<file path="src/design/svpd_pkg.sv">
package svpd_pkg;

    localparam int SQRT_STEPS = 24;
    localparam int DIV_STEPS  = 16;
    localparam int Q_W        = DIV_STEPS - 1;
    localparam int ROOT_W     = 48;
    localparam int MAG_W      = 24;
    localparam int P_W        = 36;
    localparam int NUM_W      = 58;
    localparam int DEN_W      = 42;
    localparam int T_W        = 17;
    localparam int NUM_SHIFT  = 22;

    localparam logic [16:0]    SQ3       = 17'd113512;
    localparam logic [T_W-1:0] FULL      = 17'd32768;
    localparam logic [15:0]    BUS_RESET = 16'd12000;

    localparam logic [2:0] SEC_1 = 3'd1;
    localparam logic [2:0] SEC_2 = 3'd2;
    localparam logic [2:0] SEC_3 = 3'd3;
    localparam logic [2:0] SEC_4 = 3'd4;
    localparam logic [2:0] SEC_5 = 3'd5;
    localparam logic [2:0] SEC_6 = 3'd6;

    typedef struct packed {
        logic signed [15:0] v_alpha;
        logic signed [15:0] v_beta;
    } vec_word_t;

    typedef struct packed {
        logic [2:0]  sector;
        logic [15:0] duty_u;
        logic [15:0] duty_v;
        logic [15:0] duty_w;
    } res_word_t;

    typedef struct packed {
        logic                  valid;
        logic [2:0]            sector;
        logic                  limited;
        logic [31:0]           m2;
        logic signed [P_W-1:0] p1;
        logic signed [P_W-1:0] p2;
    } proj_t;

    typedef struct packed {
        logic                  valid;
        logic [2:0]            sector;
        logic                  limited;
        logic [MAG_W-1:0]      mag;
        logic signed [P_W-1:0] p1;
        logic signed [P_W-1:0] p2;
    } mag_t;

endpackage

</file>
<file path="src/design/svpd_sqrt.sv">
module svpd_sqrt (
    input  logic            clk,
    input  logic            rst_n,
    input  logic            en,
    input  svpd_pkg::proj_t proj,
    output svpd_pkg::mag_t  mag
);

    localparam int N = svpd_pkg::SQRT_STEPS;
    localparam int W = svpd_pkg::ROOT_W;

    logic [W-1:0]    n_reg [N];
    logic [W-1:0]    root_reg [N];
    logic [W-1:0]    n_next [N];
    logic [W-1:0]    root_next [N];
    logic            valid_reg [N];
    svpd_pkg::proj_t side_reg [N];

    for (genvar g = 0; g < N; g++)
    begin : g_step
        logic [W-1:0]    n_in, root_in, bit_w, trial;
        logic            valid_in;
        svpd_pkg::proj_t side_in;

        if (g == 0)
        begin : g_first
            assign n_in     = {proj.m2, 16'b0};
            assign root_in  = '0;
            assign valid_in = proj.valid;
            assign side_in  = proj;
        end
        else
        begin : g_rest
            assign n_in     = n_reg[g-1];
            assign root_in  = root_reg[g-1];
            assign valid_in = valid_reg[g-1];
            assign side_in  = side_reg[g-1];
        end

        assign bit_w = W'(1) << (2 * (N - 1 - g));
        assign trial = root_in + bit_w;

        always_comb
        begin
            if (n_in >= trial)
            begin
                n_next[g]    = n_in - trial;
                root_next[g] = (root_in >> 1) + bit_w;
            end
            else
            begin
                n_next[g]    = n_in;
                root_next[g] = root_in >> 1;
            end
        end

        always_ff @(posedge clk or negedge rst_n)
        begin
            if (!rst_n)
            begin
                valid_reg[g] <= 1'b0;
            end
            else if (en)
            begin
                valid_reg[g] <= valid_in;
            end
        end

        always_ff @(posedge clk)
        begin
            if (en)
            begin
                n_reg[g]    <= n_next[g];
                root_reg[g] <= root_next[g];
                side_reg[g] <= side_in;
            end
        end
    end

    always_comb
    begin
        mag.valid   = valid_reg[N-1];
        mag.sector  = side_reg[N-1].sector;
        mag.limited = side_reg[N-1].limited;
        mag.mag     = root_reg[N-1][svpd_pkg::MAG_W-1:0];
        mag.p1      = side_reg[N-1].p1;
        mag.p2      = side_reg[N-1].p2;
    end

endmodule

</file>
<file path="config.mk">
export PLATFORM = sky130hd
export DESIGN_NAME = svpd_sqrt
export DESIGN_NICKNAME = d
export VERILOG_FILES = /design/src/design/svpd_pkg.sv /design/src/design/svpd_sqrt.sv
export SDC_FILE = /design/constraint.sdc
export NUM_CORES = 2
export LEC_CHECK = 0
export ABC_CLOCK_PERIOD_IN_PS = 9350
export BUFFER_PORTS_ARGS = -buffer_cell sky130_fd_sc_hd__clkbuf_2
export CAP_MARGIN = 20
export CORE_MARGIN = 2
export CORE_UTILIZATION = 45
export DETAILED_ROUTE_END_ITERATION = 8
export HOLD_SLACK_MARGIN = 0.1
export PLACE_DENSITY = 0.72
export SLEW_MARGIN = 5
export SYNTH_ARGS = -nofsm -noshare
export SYNTH_HDL_FRONTEND = slang
export SYNTH_MEMORY_MAX_BITS = 65536
export SYNTH_SLANG_ARGS = --single-unit
</file>
<file path="constraint.sdc">
create_clock -name clk -period 9.35 [get_ports clk]
set_clock_uncertainty 0.2 [all_clocks]
set_input_delay 0.4675 -clock clk [delete_from_list [all_inputs] [get_ports clk]]
set_output_delay 0.4675 -clock clk [all_outputs]
set_load 0.01 [all_outputs]
</file>
==> flow_metrics.py <==
metrics = {
    "run_status": {
        "status": "completed",
    },
    "floorplan": {
        "fp.dieH_um": 500,
        "coreArea_um2": 245000,
        "start_util_pct": 45.2,
        "ioPinCount": 213,
        "die_x_um": 500,
        "row_count": 182,
        "dieArea_um2": 250000,
    },
    "logic_synthesis": {
        "syn_area_um2": 111000,
        "ys_types": 86,
        "netlist_top_cells_area": "edfxtp_1, ha_1, xnor2_1, xor2_1, inv_1",
        "ys_ff_latch": 2933,
        "synth_edf_count": 2909,
        "synth_common_cells": "edfxtp_1, inv_1, nand2_1, ha_1, nor2_1",
        "synth.most_common_cell": "edfxtp_1",
        "yosysWarnings": 0,
        "synth_top_area_cell": "edfxtp_1",
        "syn_nets": 6899,
        "yosysSeqAreaShare_pct": 79.3,
        "async_flop_share_pct": 0.818,
        "yosysTopAreaCellShare_pct": 78.8,
        "synthFlopType": "edfxtp_1",
        "syn_inst": 6473,
        "syn_area_per_cell_um2": 17.1,
    },
    "global_route": {
        "grt_pass1_vias": 55416,
        "antenna_found_initial": 1,
        "grt_overflow": 0,
        "grt_max_degree": 214,
        "grt_pass1_wl_mm": 277,
        "gr-usage-all-layers_pct": 13.6,
    },
    "placed_design": {
        "dpl.hpwl_mm": 104,
        "pre_cts_ws_ps": 4220,
        "gp_congestion": 0.899,
        "port_buffers": 212,
    },
    "sta": {
        "finalCriticalPeriod_ps": 5160,
        "setup_viol_count_final": 0,
        "finalHoldViolations": 0,
        "holdWs_ps": 171,
        "rsz0062_at_grt": "false",
        "worst_pin_slew_ps": 1080,
        "slew_violations": 0,
        "relSlewSlack_pct": 28.0,
        "max_freq_mhz": 194,
        "timing.final.ws_setup_ps": 4190,
        "tns_ps": 0,
        "period_share_pct": 55.2,
    },
    "routing": {
        "wl_mm": 171,
        "drt-pass1-iter-count": 5,
        "postRouteAntennaNets": 0,
        "vias": 53493,
        "drtIter0Drc": 3264,
        "vias_per_cell": 5.03,
        "wl_per_cell_um": 16.1,
        "drc": 0,
    },
    "cts": {
        "h-tree-depth": 5,
        "cts-root-buf": "clkbuf_16",
        "numCtsBuffers": 315,
        "clkTransAtPathRegs_ps": 60,
        "cts.path.max_buffers": 4,
        "postCtsSetupBuffers": 0,
        "cts-resized-gates": 0,
        "clock_latency_ps": 910,
        "cts_hold_buf": 221,
        "cts_tree": "built",
        "clock-sinks": 2933,
    },
    "min_path": {
        "hold_depth": 0,
        "worstHoldStart": "side_reg[17][21]",
        "whs_endpoint": "side_reg[18][21]",
        "hp-class": "reg -> reg",
    },
    "critical_path": {
        "reg2reg_slack_ps": 4190,
        "worst-path-max-fanout": 22,
        "slowest_delay_ps": 760,
        "arrival_ps": 5590,
        "required_ps": 9770,
        "cp_slowest_cell": "o31a_1",
        "path_cells": "ha_1, fa_1, a211o_1, a211o_1, a31oi_1, o21ai_0, a31oi_1, o31a_1, inv_1, nand2b_1, nor4_1, xor2_1",
        "criticalPathCategory": "reg -> reg",
        "reg2reg_depth": 12,
        "reg2reg_from": "n_reg[2][106]",
        "r2r-end": "n_reg[2][183]",
        "start_kind": "register",
        "cp-end-kind": "register",
    },
    "finish": {
        "fin_nets": 7607,
        "layout-drive-gt1-share_pct": 10.6,
        "area_growth_pct": 15.5,
        "utilization_pct": 52.2,
        "largest_reg_flops": 2064,
    },
    "pwr": {
        "ir_worst_vdd_uv": 175,
        "power_mw": 31.4,
        "p_per_area_nw_per_um2": 245,
        "p_leak_nw": 46.2,
    },
    "job": {
        "cap_violations": 0,
    },
}
## cells by family after synthesis
kind of cell / Yosys count / synth area share [%]
compound gates: 906 / 5.10
xor+xnor: 455 / 3.59
fa+ha+maj: 314 / 3.59
buf+inv: 479 / 1.66
flops: 2933 / 79.3
mux: 69 / 0.692
simple gates: 1317 / 6.03
## worst max-delay path, delay by kind of cell, from the launching register on
kind / cells / cell delay (ps)
xor gates and xnor gates: 1 / 150
and+or+nand+nor: 2 / 420
adders and majority gates: 2 / 710
buffers and inverters: 1 / 570
DFF: 1 / 460
AOI/OAI and AO/OA: 6 / 2370
## layer usage
| layer | global-route usage [%] | routed length (µm) | up-vias |
|---|---|---|---|
| li1 | - | - | 26036 |
| met1 | 15.2 | 67200 | 25827 |
| met2 | 24.6 | 89200 | 1164 |
| met3 | 2.66 | 6790 | 466 |
| met4 | 6.61 | 7810 | 0 |
| met5 | 0 | 0 | - |
## worst max path at each step
stage | startpoint | to | cells after the start
2_1_floorplan | root_reg[2][60] | n_reg[2][137] | 13
3_3_place_gp | n_reg[2][106] | n_reg[2][191] | 12
3_5_place_dp | n_reg[2][106] | n_reg[2][183] | 12
4_1_cts | n_reg[2][106] | n_reg[2][183] | 12
5_1_grt | n_reg[2][106] | n_reg[2][183] | 12
6_report | n_reg[2][106] | n_reg[2][183] | 12
## final cells by class
cell class                 instances  area, µm²
clock buffer                     381       8220
sequential                      2933      88000
antenna                            1       2.50
clock inverter                   163       1550
tap                             3220       4030
timing repair buffer             484       3770
fill                           18953     117000
multi-input combinational       3061      21100
inverter                         386       1450
## where the power goes
part / leakage [nW] / internal (mW) / switching, mW
sequential: 28.4 / 15.9 / 0.621
clock: 4.76 / 6.96 / 4.76
combinational: 13.1 / 1.33 / 1.82
total: 46.2 / 24.2 / 7.20
## stage by stage
step,instances,area (µm²)
after global routing,10629,128000
after detailed placement,9860,116000
after CTS,10625,128000
after global placement,9860,116000
after floorplan,6473,111000
final,10629,128000
## cells in the final DEF, fill, tap and decap left out, types with 25 or more instances in the layout
cell type      Yosys  routed
nor4_1           117     116
a211oi_1          27      27
a21oi_1          268     268
clkbuf_2           1     212
nand2b_1          64      64
bufinv_16          0      26
o21bai_1          25      25
inv_1            384     384
o21ai_0          225     225
o31ai_1           32      31
or4_1             30      30
nor3_1           119     119
dlygate4sd3_1      0     221
edfxtp_1        2909    2909
clkbuf_1          72      62
nand4_1           47      47
or3_1             48      48
nor2b_1           43      43
clkbuf_16          0     319
clkinv_1           1      64
nand3_1           80      80
a21o_1           115     115
nand2_1          336     336
mux2_2            61      61
buf_4              2      41
xnor2_1          236     236
nor2_1           293     293
clkinv_2           0      46
xor2_1           219     219
ha_1             307     307
o21a_1            53      53
Power figures use the tool's default switching activity.
