File: src/design/svpd_pkg.sv
package svpd_pkg;

    localparam int SQRT_STEPS = 24;
    localparam int DIV_STEPS  = 16;
    localparam int Q_W        = DIV_STEPS - 1;
    localparam int ROOT_W     = 48;
    localparam int MAG_W      = 24;
    localparam int P_W        = 36;
    localparam int NUM_W      = 58;
    localparam int DEN_W      = 42;
    localparam int T_W        = 17;
    localparam int NUM_SHIFT  = 22;

    localparam logic [16:0]    SQ3       = 17'd113512;
    localparam logic [T_W-1:0] FULL      = 17'd32768;
    localparam logic [15:0]    BUS_RESET = 16'd12000;

    localparam logic [2:0] SEC_1 = 3'd1;
    localparam logic [2:0] SEC_2 = 3'd2;
    localparam logic [2:0] SEC_3 = 3'd3;
    localparam logic [2:0] SEC_4 = 3'd4;
    localparam logic [2:0] SEC_5 = 3'd5;
    localparam logic [2:0] SEC_6 = 3'd6;

    typedef struct packed {
        logic signed [15:0] v_alpha;
        logic signed [15:0] v_beta;
    } vec_word_t;

    typedef struct packed {
        logic [2:0]  sector;
        logic [15:0] duty_u;
        logic [15:0] duty_v;
        logic [15:0] duty_w;
    } res_word_t;

    typedef struct packed {
        logic                  valid;
        logic [2:0]            sector;
        logic                  limited;
        logic [31:0]           m2;
        logic signed [P_W-1:0] p1;
        logic signed [P_W-1:0] p2;
    } proj_t;

    typedef struct packed {
        logic                  valid;
        logic [2:0]            sector;
        logic                  limited;
        logic [MAG_W-1:0]      mag;
        logic signed [P_W-1:0] p1;
        logic signed [P_W-1:0] p2;
    } mag_t;

endpackage

File: src/design/svpd_front.sv
module svpd_front (
    input  logic                clk,
    input  logic                rst_n,
    input  logic                en,
    input  logic                vec_valid,
    input  svpd_pkg::vec_word_t vec,
    input  logic [15:0]         bus,
    output svpd_pkg::proj_t     proj
);

    function automatic logic [2:0] sector_of_code(input logic [2:0] code);
        logic [2:0] s;
        case (code)
            3'd0:    s = svpd_pkg::SEC_1;
            3'd1:    s = svpd_pkg::SEC_2;
            3'd2:    s = svpd_pkg::SEC_6;
            3'd3:    s = svpd_pkg::SEC_1;
            3'd4:    s = svpd_pkg::SEC_4;
            3'd5:    s = svpd_pkg::SEC_3;
            3'd6:    s = svpd_pkg::SEC_5;
            default: s = svpd_pkg::SEC_1;
        endcase
        return s;
    endfunction

    logic               s1_valid_reg;
    logic signed [15:0] s1_va_reg, s1_vb_reg;
    logic [31:0]        s1_va2_reg, s1_vb2_reg, s1_bus2_reg;
    logic signed [33:0] s1_sq3vb_reg;
    logic               s1_bus0_reg;
    logic signed [31:0] va2_s, vb2_s;
    logic signed [33:0] sq3vb_next;
    logic [31:0]        bus2_next;

    always_comb
    begin
        va2_s      = vec.v_alpha * vec.v_alpha;
        vb2_s      = vec.v_beta * vec.v_beta;
        sq3vb_next = $signed({1'b0, svpd_pkg::SQ3}) * vec.v_beta;
        bus2_next  = 32'(bus) * 32'(bus);
    end

    always_ff @(posedge clk or negedge rst_n)
    begin
        if (!rst_n)
        begin
            s1_valid_reg <= 1'b0;
        end
        else if (en)
        begin
            s1_valid_reg <= vec_valid;
        end
    end

    always_ff @(posedge clk)
    begin
        if (en)
        begin
            s1_va_reg    <= vec.v_alpha;
            s1_vb_reg    <= vec.v_beta;
            s1_va2_reg   <= unsigned'(va2_s);
            s1_vb2_reg   <= unsigned'(vb2_s);
            s1_sq3vb_reg <= sq3vb_next;
            s1_bus2_reg  <= bus2_next;
            s1_bus0_reg  <= (bus == 16'd0);
        end
    end

    logic                            s2_valid_reg, s2_zero_reg, s2_limited_reg;
    logic [2:0]                      s2_code_reg;
    logic [31:0]                     s2_m2_reg;
    logic signed [svpd_pkg::P_W-1:0] s2_x_reg, s2_y_reg, s2_z_reg;
    logic [31:0]                     m2;
    logic [33:0]                     m2x3, va2x3, vb2w;
    logic                            gt, lt, a_pos, a_neg, zero;
    logic                            va_lt0, va_gt0, va_ge0, va_le0, vb_lt0, vb_ge0;
    logic signed [svpd_pkg::P_W-1:0] sq3vb_w, va_w, va3;
    logic [2:0]                      code_next;

    always_comb
    begin
        m2    = s1_va2_reg + s1_vb2_reg;
        m2x3  = {2'b00, m2} + {1'b0, m2, 1'b0};
        va2x3 = {2'b00, s1_va2_reg} + {1'b0, s1_va2_reg, 1'b0};
        vb2w  = {2'b00, s1_vb2_reg};
        gt    = va2x3 > vb2w;
        lt    = va2x3 < vb2w;
        va_lt0 = s1_va_reg[15];
        va_gt0 = !s1_va_reg[15] && (s1_va_reg != 16'sd0);
        va_ge0 = !va_lt0;
        va_le0 = !va_gt0;
        vb_lt0 = s1_vb_reg[15];
        vb_ge0 = !vb_lt0;
        if (va_ge0 && vb_lt0)
            a_pos = 1'b1;
        else if (va_le0 && vb_ge0)
            a_pos = 1'b0;
        else if (va_gt0)
            a_pos = gt;
        else
            a_pos = lt;
        if (va_le0 && vb_lt0)
            a_neg = 1'b1;
        else if (va_ge0 && vb_ge0)
            a_neg = 1'b0;
        else if (va_lt0)
            a_neg = gt;
        else
            a_neg = lt;
        zero = s1_bus0_reg || (m2 == 32'd0);
        code_next = zero ? 3'd0
                  : {a_neg, a_pos, !vb_lt0 && (s1_vb_reg != 16'sd0)};
        sq3vb_w = {{(svpd_pkg::P_W-34){s1_sq3vb_reg[33]}}, s1_sq3vb_reg};
        va_w    = {{(svpd_pkg::P_W-16){s1_va_reg[15]}}, s1_va_reg};
        va3     = (va_w <<< 17) + (va_w <<< 16);
    end

    always_ff @(posedge clk or negedge rst_n)
    begin
        if (!rst_n)
        begin
            s2_valid_reg <= 1'b0;
        end
        else if (en)
        begin
            s2_valid_reg <= s1_valid_reg;
        end
    end

    always_ff @(posedge clk)
    begin
        if (en)
        begin
            s2_zero_reg    <= zero;
            s2_limited_reg <= !s1_bus0_reg && (m2x3 > {2'b00, s1_bus2_reg});
            s2_code_reg    <= code_next;
            s2_m2_reg      <= m2;
            s2_x_reg       <= sq3vb_w <<< 1;
            s2_y_reg       <= va3 + sq3vb_w;
            s2_z_reg       <= sq3vb_w - va3;
        end
    end

    logic                            s3_valid_reg;
    svpd_pkg::proj_t                 s3_reg;
    logic [2:0]                      sector;
    logic signed [svpd_pkg::P_W-1:0] p1, p2;

    always_comb
    begin
        sector = sector_of_code(s2_code_reg);
        case (sector)
            svpd_pkg::SEC_1: begin p1 = -s2_z_reg; p2 = s2_x_reg;  end
            svpd_pkg::SEC_2: begin p1 = s2_y_reg;  p2 = s2_z_reg;  end
            svpd_pkg::SEC_3: begin p1 = s2_x_reg;  p2 = -s2_y_reg; end
            svpd_pkg::SEC_4: begin p1 = s2_z_reg;  p2 = -s2_x_reg; end
            svpd_pkg::SEC_5: begin p1 = -s2_y_reg; p2 = -s2_z_reg; end
            default:         begin p1 = -s2_x_reg; p2 = s2_y_reg;  end
        endcase
        if (s2_zero_reg)
        begin
            p1 = '0;
            p2 = '0;
        end
    end

    always_ff @(posedge clk or negedge rst_n)
    begin
        if (!rst_n)
        begin
            s3_valid_reg <= 1'b0;
        end
        else if (en)
        begin
            s3_valid_reg <= s2_valid_reg;
        end
    end

    always_ff @(posedge clk)
    begin
        if (en)
        begin
            s3_reg.valid   <= 1'b1;
            s3_reg.sector  <= sector;
            s3_reg.limited <= s2_limited_reg;
            s3_reg.m2      <= s2_m2_reg;
            s3_reg.p1      <= p1;
            s3_reg.p2      <= p2;
        end
    end

    always_comb
    begin
        proj       = s3_reg;
        proj.valid = s3_valid_reg;
    end

endmodule

File: config.mk
export PLATFORM = sky130hd
export DESIGN_NAME = svpd_front
export DESIGN_NICKNAME = d
export VERILOG_FILES = /design/src/design/svpd_pkg.sv /design/src/design/svpd_front.sv
export SDC_FILE = /design/constraint.sdc
export NUM_CORES = 2
export LEC_CHECK = 0
export ABC_AREA = 1
export BUFFER_PORTS_ARGS = -buffer_cell sky130_fd_sc_hd__buf_4
export CAP_MARGIN = 0
export CORE_ASPECT_RATIO = 0.5
export CORE_MARGIN = 2
export CORE_UTILIZATION = 45
export CTS_BUF_LIST = sky130_fd_sc_hd__clkbuf_8
export DETAILED_ROUTE_END_ITERATION = 16
export GPL_TIMING_DRIVEN = 0
export PLACE_DENSITY = 0.68
export SLEW_MARGIN = 10
export SYNTH_ARGS = -nofsm -noshare
export SYNTH_HDL_FRONTEND = slang
export SYNTH_SLANG_ARGS = --single-unit
File: constraint.sdc
create_clock -name clk -period 5.3 [get_ports clk]
set_input_delay 1.06 -clock clk [delete_from_list [all_inputs] [get_ports clk]]
set_output_delay 1.06 -clock clk [all_outputs]
set_load 0.05 [all_outputs]
==> results_dict.tcl <==
set metrics [dict create \
    place_inst 8023 \
    wl_per_cell_um 19.75 \
    finalMaxSlewViolations 0 \
    arrival_ns 6.71 \
    rsz0062_at_grt "true" \
    avgViaCountPerCell 5.265 \
    hp-class "input port to async pin" \
    synthTopCellsByArea "fa_1, edfxtp_1, ha_1" \
    path_common_cell "fa_1" \
    dr_total_vias 45013 \
    crit_path_max_incr_delay_ns 0.57 \
    clk_pin_slew_ns 0.06 \
    endpoint_kind "flop" \
    path_buf_inv 8 \
    violations "setup timing" \
    dr.first_iter.drc_count 3766 \
    largest_reg_flops 102 \
    finClkSkew_ns 0.02376 \
    maxCapViolCount 0 \
    dieArea_sq_mm 0.1248 \
    clock-sinks 363 \
    place_congestion 0.9905 \
    synthCells 6260 \
    maxClockFrequency_mhz 160.6 \
    io_pins 161 \
    row_count 90 \
    required_ns 5.78 \
    grt_pass1_wl_um 251100 \
    cp_cell_sequence "buf_12 > clkbuf_16 > buf_4 > nand2_2 > fa_1 > fa_1 > inv_1 > fa_1 > inv_1 > fa_1 > fa_1 > inv_2 > fa_2 > ha_4 > nand4_1 > buf_4 > o21ai_4 > a21oi_4 > buf_6 > o31ai_4 > nand3_1 > o2111ai_2 > xor2_2" \
    worst_pin_slew_ns 1.037 \
    detail-route-antenna-nets 0 \
    fillers 9985 \
    synth_ff_type "edfxtp_1" \
    layout_setup_ws_ns -0.9272 \
    finalSetupTns_ns -27.64 \
    grt_pass1_vias 44641 \
    hold_viol_final 0 \
    synth_edf_count 360 \
    drive_above_1_share_pct 24.04 \
    gr-total-overflow 0 \
    yosysTopAreaCell "fa_1" \
    path_delay_family "adder cells" \
    stdcell_count 8549 \
    dp_hpwl_um 128300 \
    critPathLaunchType "input port" \
    clk_latency_ns 0.69 \
    track_usage_pct 25.87 \
    drc 0 \
    ys_ff_latch 363 \
    final.period_utilization_pct 117.5 \
    die_w_um 497.7 \
    final_util_pct 57.75 \
    synth.distinct_cells 66 \
    synth_warnings 0 \
    finalCriticalPeriod_ns 6.227 \
    grt_max_degree 111 \
    io_buffers 145 \
    ys_seq_area_share_pct 19.85 \
    cts_hold_buffers 0 \
    routed_wl_um 168900 \
    cts_buffers 57 \
    crit_type "input port to flop" \
    first_pass_iters 6 \
    nets 8324 \
    coreArea_sq_mm 0.1207 \
    syn_to_final_growth_pct 27.14 \
    dp_slack_ns -1.899 \
    htreeDepth 2 \
    syn_area_per_cell_sq_um 8.759 \
    max-slew-margin-rel_pct 30.61 \
    status "finished, violations left" \
    antenna_found_initial 8 \
    cts_buffer_depth 3 \
    syn_area_sq_mm 0.05483 \
    start_util_pct 45.42 \
    cts_root_buf "clkbuf_8" \
    async_flop_share_pct 0.8264 \
    crit_fanout 7 \
    die_h_um 250.8 \
    slowest_stage "fa_1" \
    cts_tree "yes" \
    netlist.area_leader.share_pct 28.04 \
    setup-violations-final 70 \
]
## cells by family after synthesis
| family | count (synthesis) | synth area share (%) |
|---|---|---|
| buf+inv | 1810 | 12.48 |
| simple gates | 1625 | 12.56 |
| fa+ha+maj | 1380 | 42.00 |
| compound gates | 789 | 8.431 |
| flops | 363 | 19.85 |
| xor+xnor | 291 | 4.648 |
| other cells | 1 | 0.006839 |
| mux | 1 | 0.02053 |
## synth_stat cells (8+ instances only)
cell and instances:
a211oi_1 8, o21bai_1 16, o22ai_1 23, ha_1 612
xnor2_1 103, nand2_1 1006, fa_1 768, nor3_1 64
buf_4 8, edfxtp_1 360, o221ai_1 11, o211ai_1 28
or2_2 18, o21a_1 19, nor2_1 259, o21ai_0 183
nand3_1 155, a21boi_0 15, inv_1 1666, a31oi_1 28
o31ai_1 12, buf_2 10, nor4_1 32, nand4_1 41
o21ai_1 24, a21oi_1 328, clkbuf_1 116, a21o_1 19
a221oi_1 42, nor2_4 8, o2111ai_1 9, xor2_1 188
## area by class of cell
class                           instances  area [sq um]  area share [%]
Inverter                             1671          6365           9.130
Timing Repair Buffer                  580          5423           7.778
Sequential cell                       363         10890           15.61
Clock inverter                         45         314.1          0.4505
Clock buffer                           59         812.0           1.165
Buffer                                127          1749           2.509
Tap cell                             1610          2014           2.889
Antenna cell                            2         5.005        0.007179
Multi-Input combinational cell       4092         42150           60.46
## metal layers
metal / share of wire (%) / track usage (%)
met1: 43 / 37.13
met2: 46 / 41.14
met3: 7.6 / 3.361
met4: 3.2 / 7.334
met5: 0 / 0
## through the flow
step	hold WS (ns)	cell area, sq um
detailed placement	0.4045	60500
CTS	0.1254	65780
finish	0.1653	69720
floorplan	0.4003	57310
global route	0.1297	69710
global placement	0.4017	60410
## final timing paths
path | startpoint | to | slack [ns] | cells past startpoint
min in group clk | s2_m2_reg[12] | proj[84] | 0.41 | 0
max in group asynchronous | rst_n | s3_valid_reg | 5.04 | 1
setup reg to reg | s1_va2_reg[2] | s2_limited_reg | 0.13 | 31
hold / removal | rst_n | s1_valid_reg | 0.17 | 1
hold reg to reg | s2_m2_reg[12] | proj[84] | 0.41 | 0
setup / recovery | vec[3] | s1_vb2_reg[29] | -0.93 | 23
## worst register-to-register path, delay by kind of cell, from the launching register on
family,cells,cell delay [ns]
buf+inv,3,0.24
simple gates,14,1.38
compound gates,9,1.51
fa+ha+maj,3,0.80
xor+xnor,2,0.48
flops,1,0.51
## what timing repair did
action                                  CTS  global route
endpoints found under the setup margin   70            78
pin swaps                               271           381
resized for setup                       476           611
gates cloned                              5             2
buffers inserted                        233           206
## cells in the final DEF, fill, tap and decap left out, types with 39 or more instances in the layout
master | synthesis | routed
a221oi_1 | 42 | 40
nor2_1 | 259 | 232
buf_6 | 1 | 89
edfxtp_1 | 360 | 360
xor2_1 | 188 | 151
fa_2 | 0 | 63
nand4_1 | 41 | 41
ha_1 | 612 | 473
clkbuf_1 | 116 | 39
fa_1 | 768 | 705
o21ai_0 | 183 | 143
ha_4 | 0 | 125
a21oi_1 | 328 | 222
nand2_2 | 5 | 122
nor3_1 | 64 | 51
clkbuf_8 | 0 | 70
a21oi_4 | 0 | 45
clkbuf_16 | 0 | 51
nand2_4 | 1 | 57
buf_4 | 8 | 443
xnor2_1 | 103 | 79
nand3_1 | 155 | 129
inv_1 | 1666 | 1491
nand2_1 | 1006 | 830
a21oi_2 | 0 | 61
inv_2 | 3 | 162
Power is left out: the tool's default activity adds up to more than one toggle a clock period on the data nets, which glitch-free logic cannot reach.
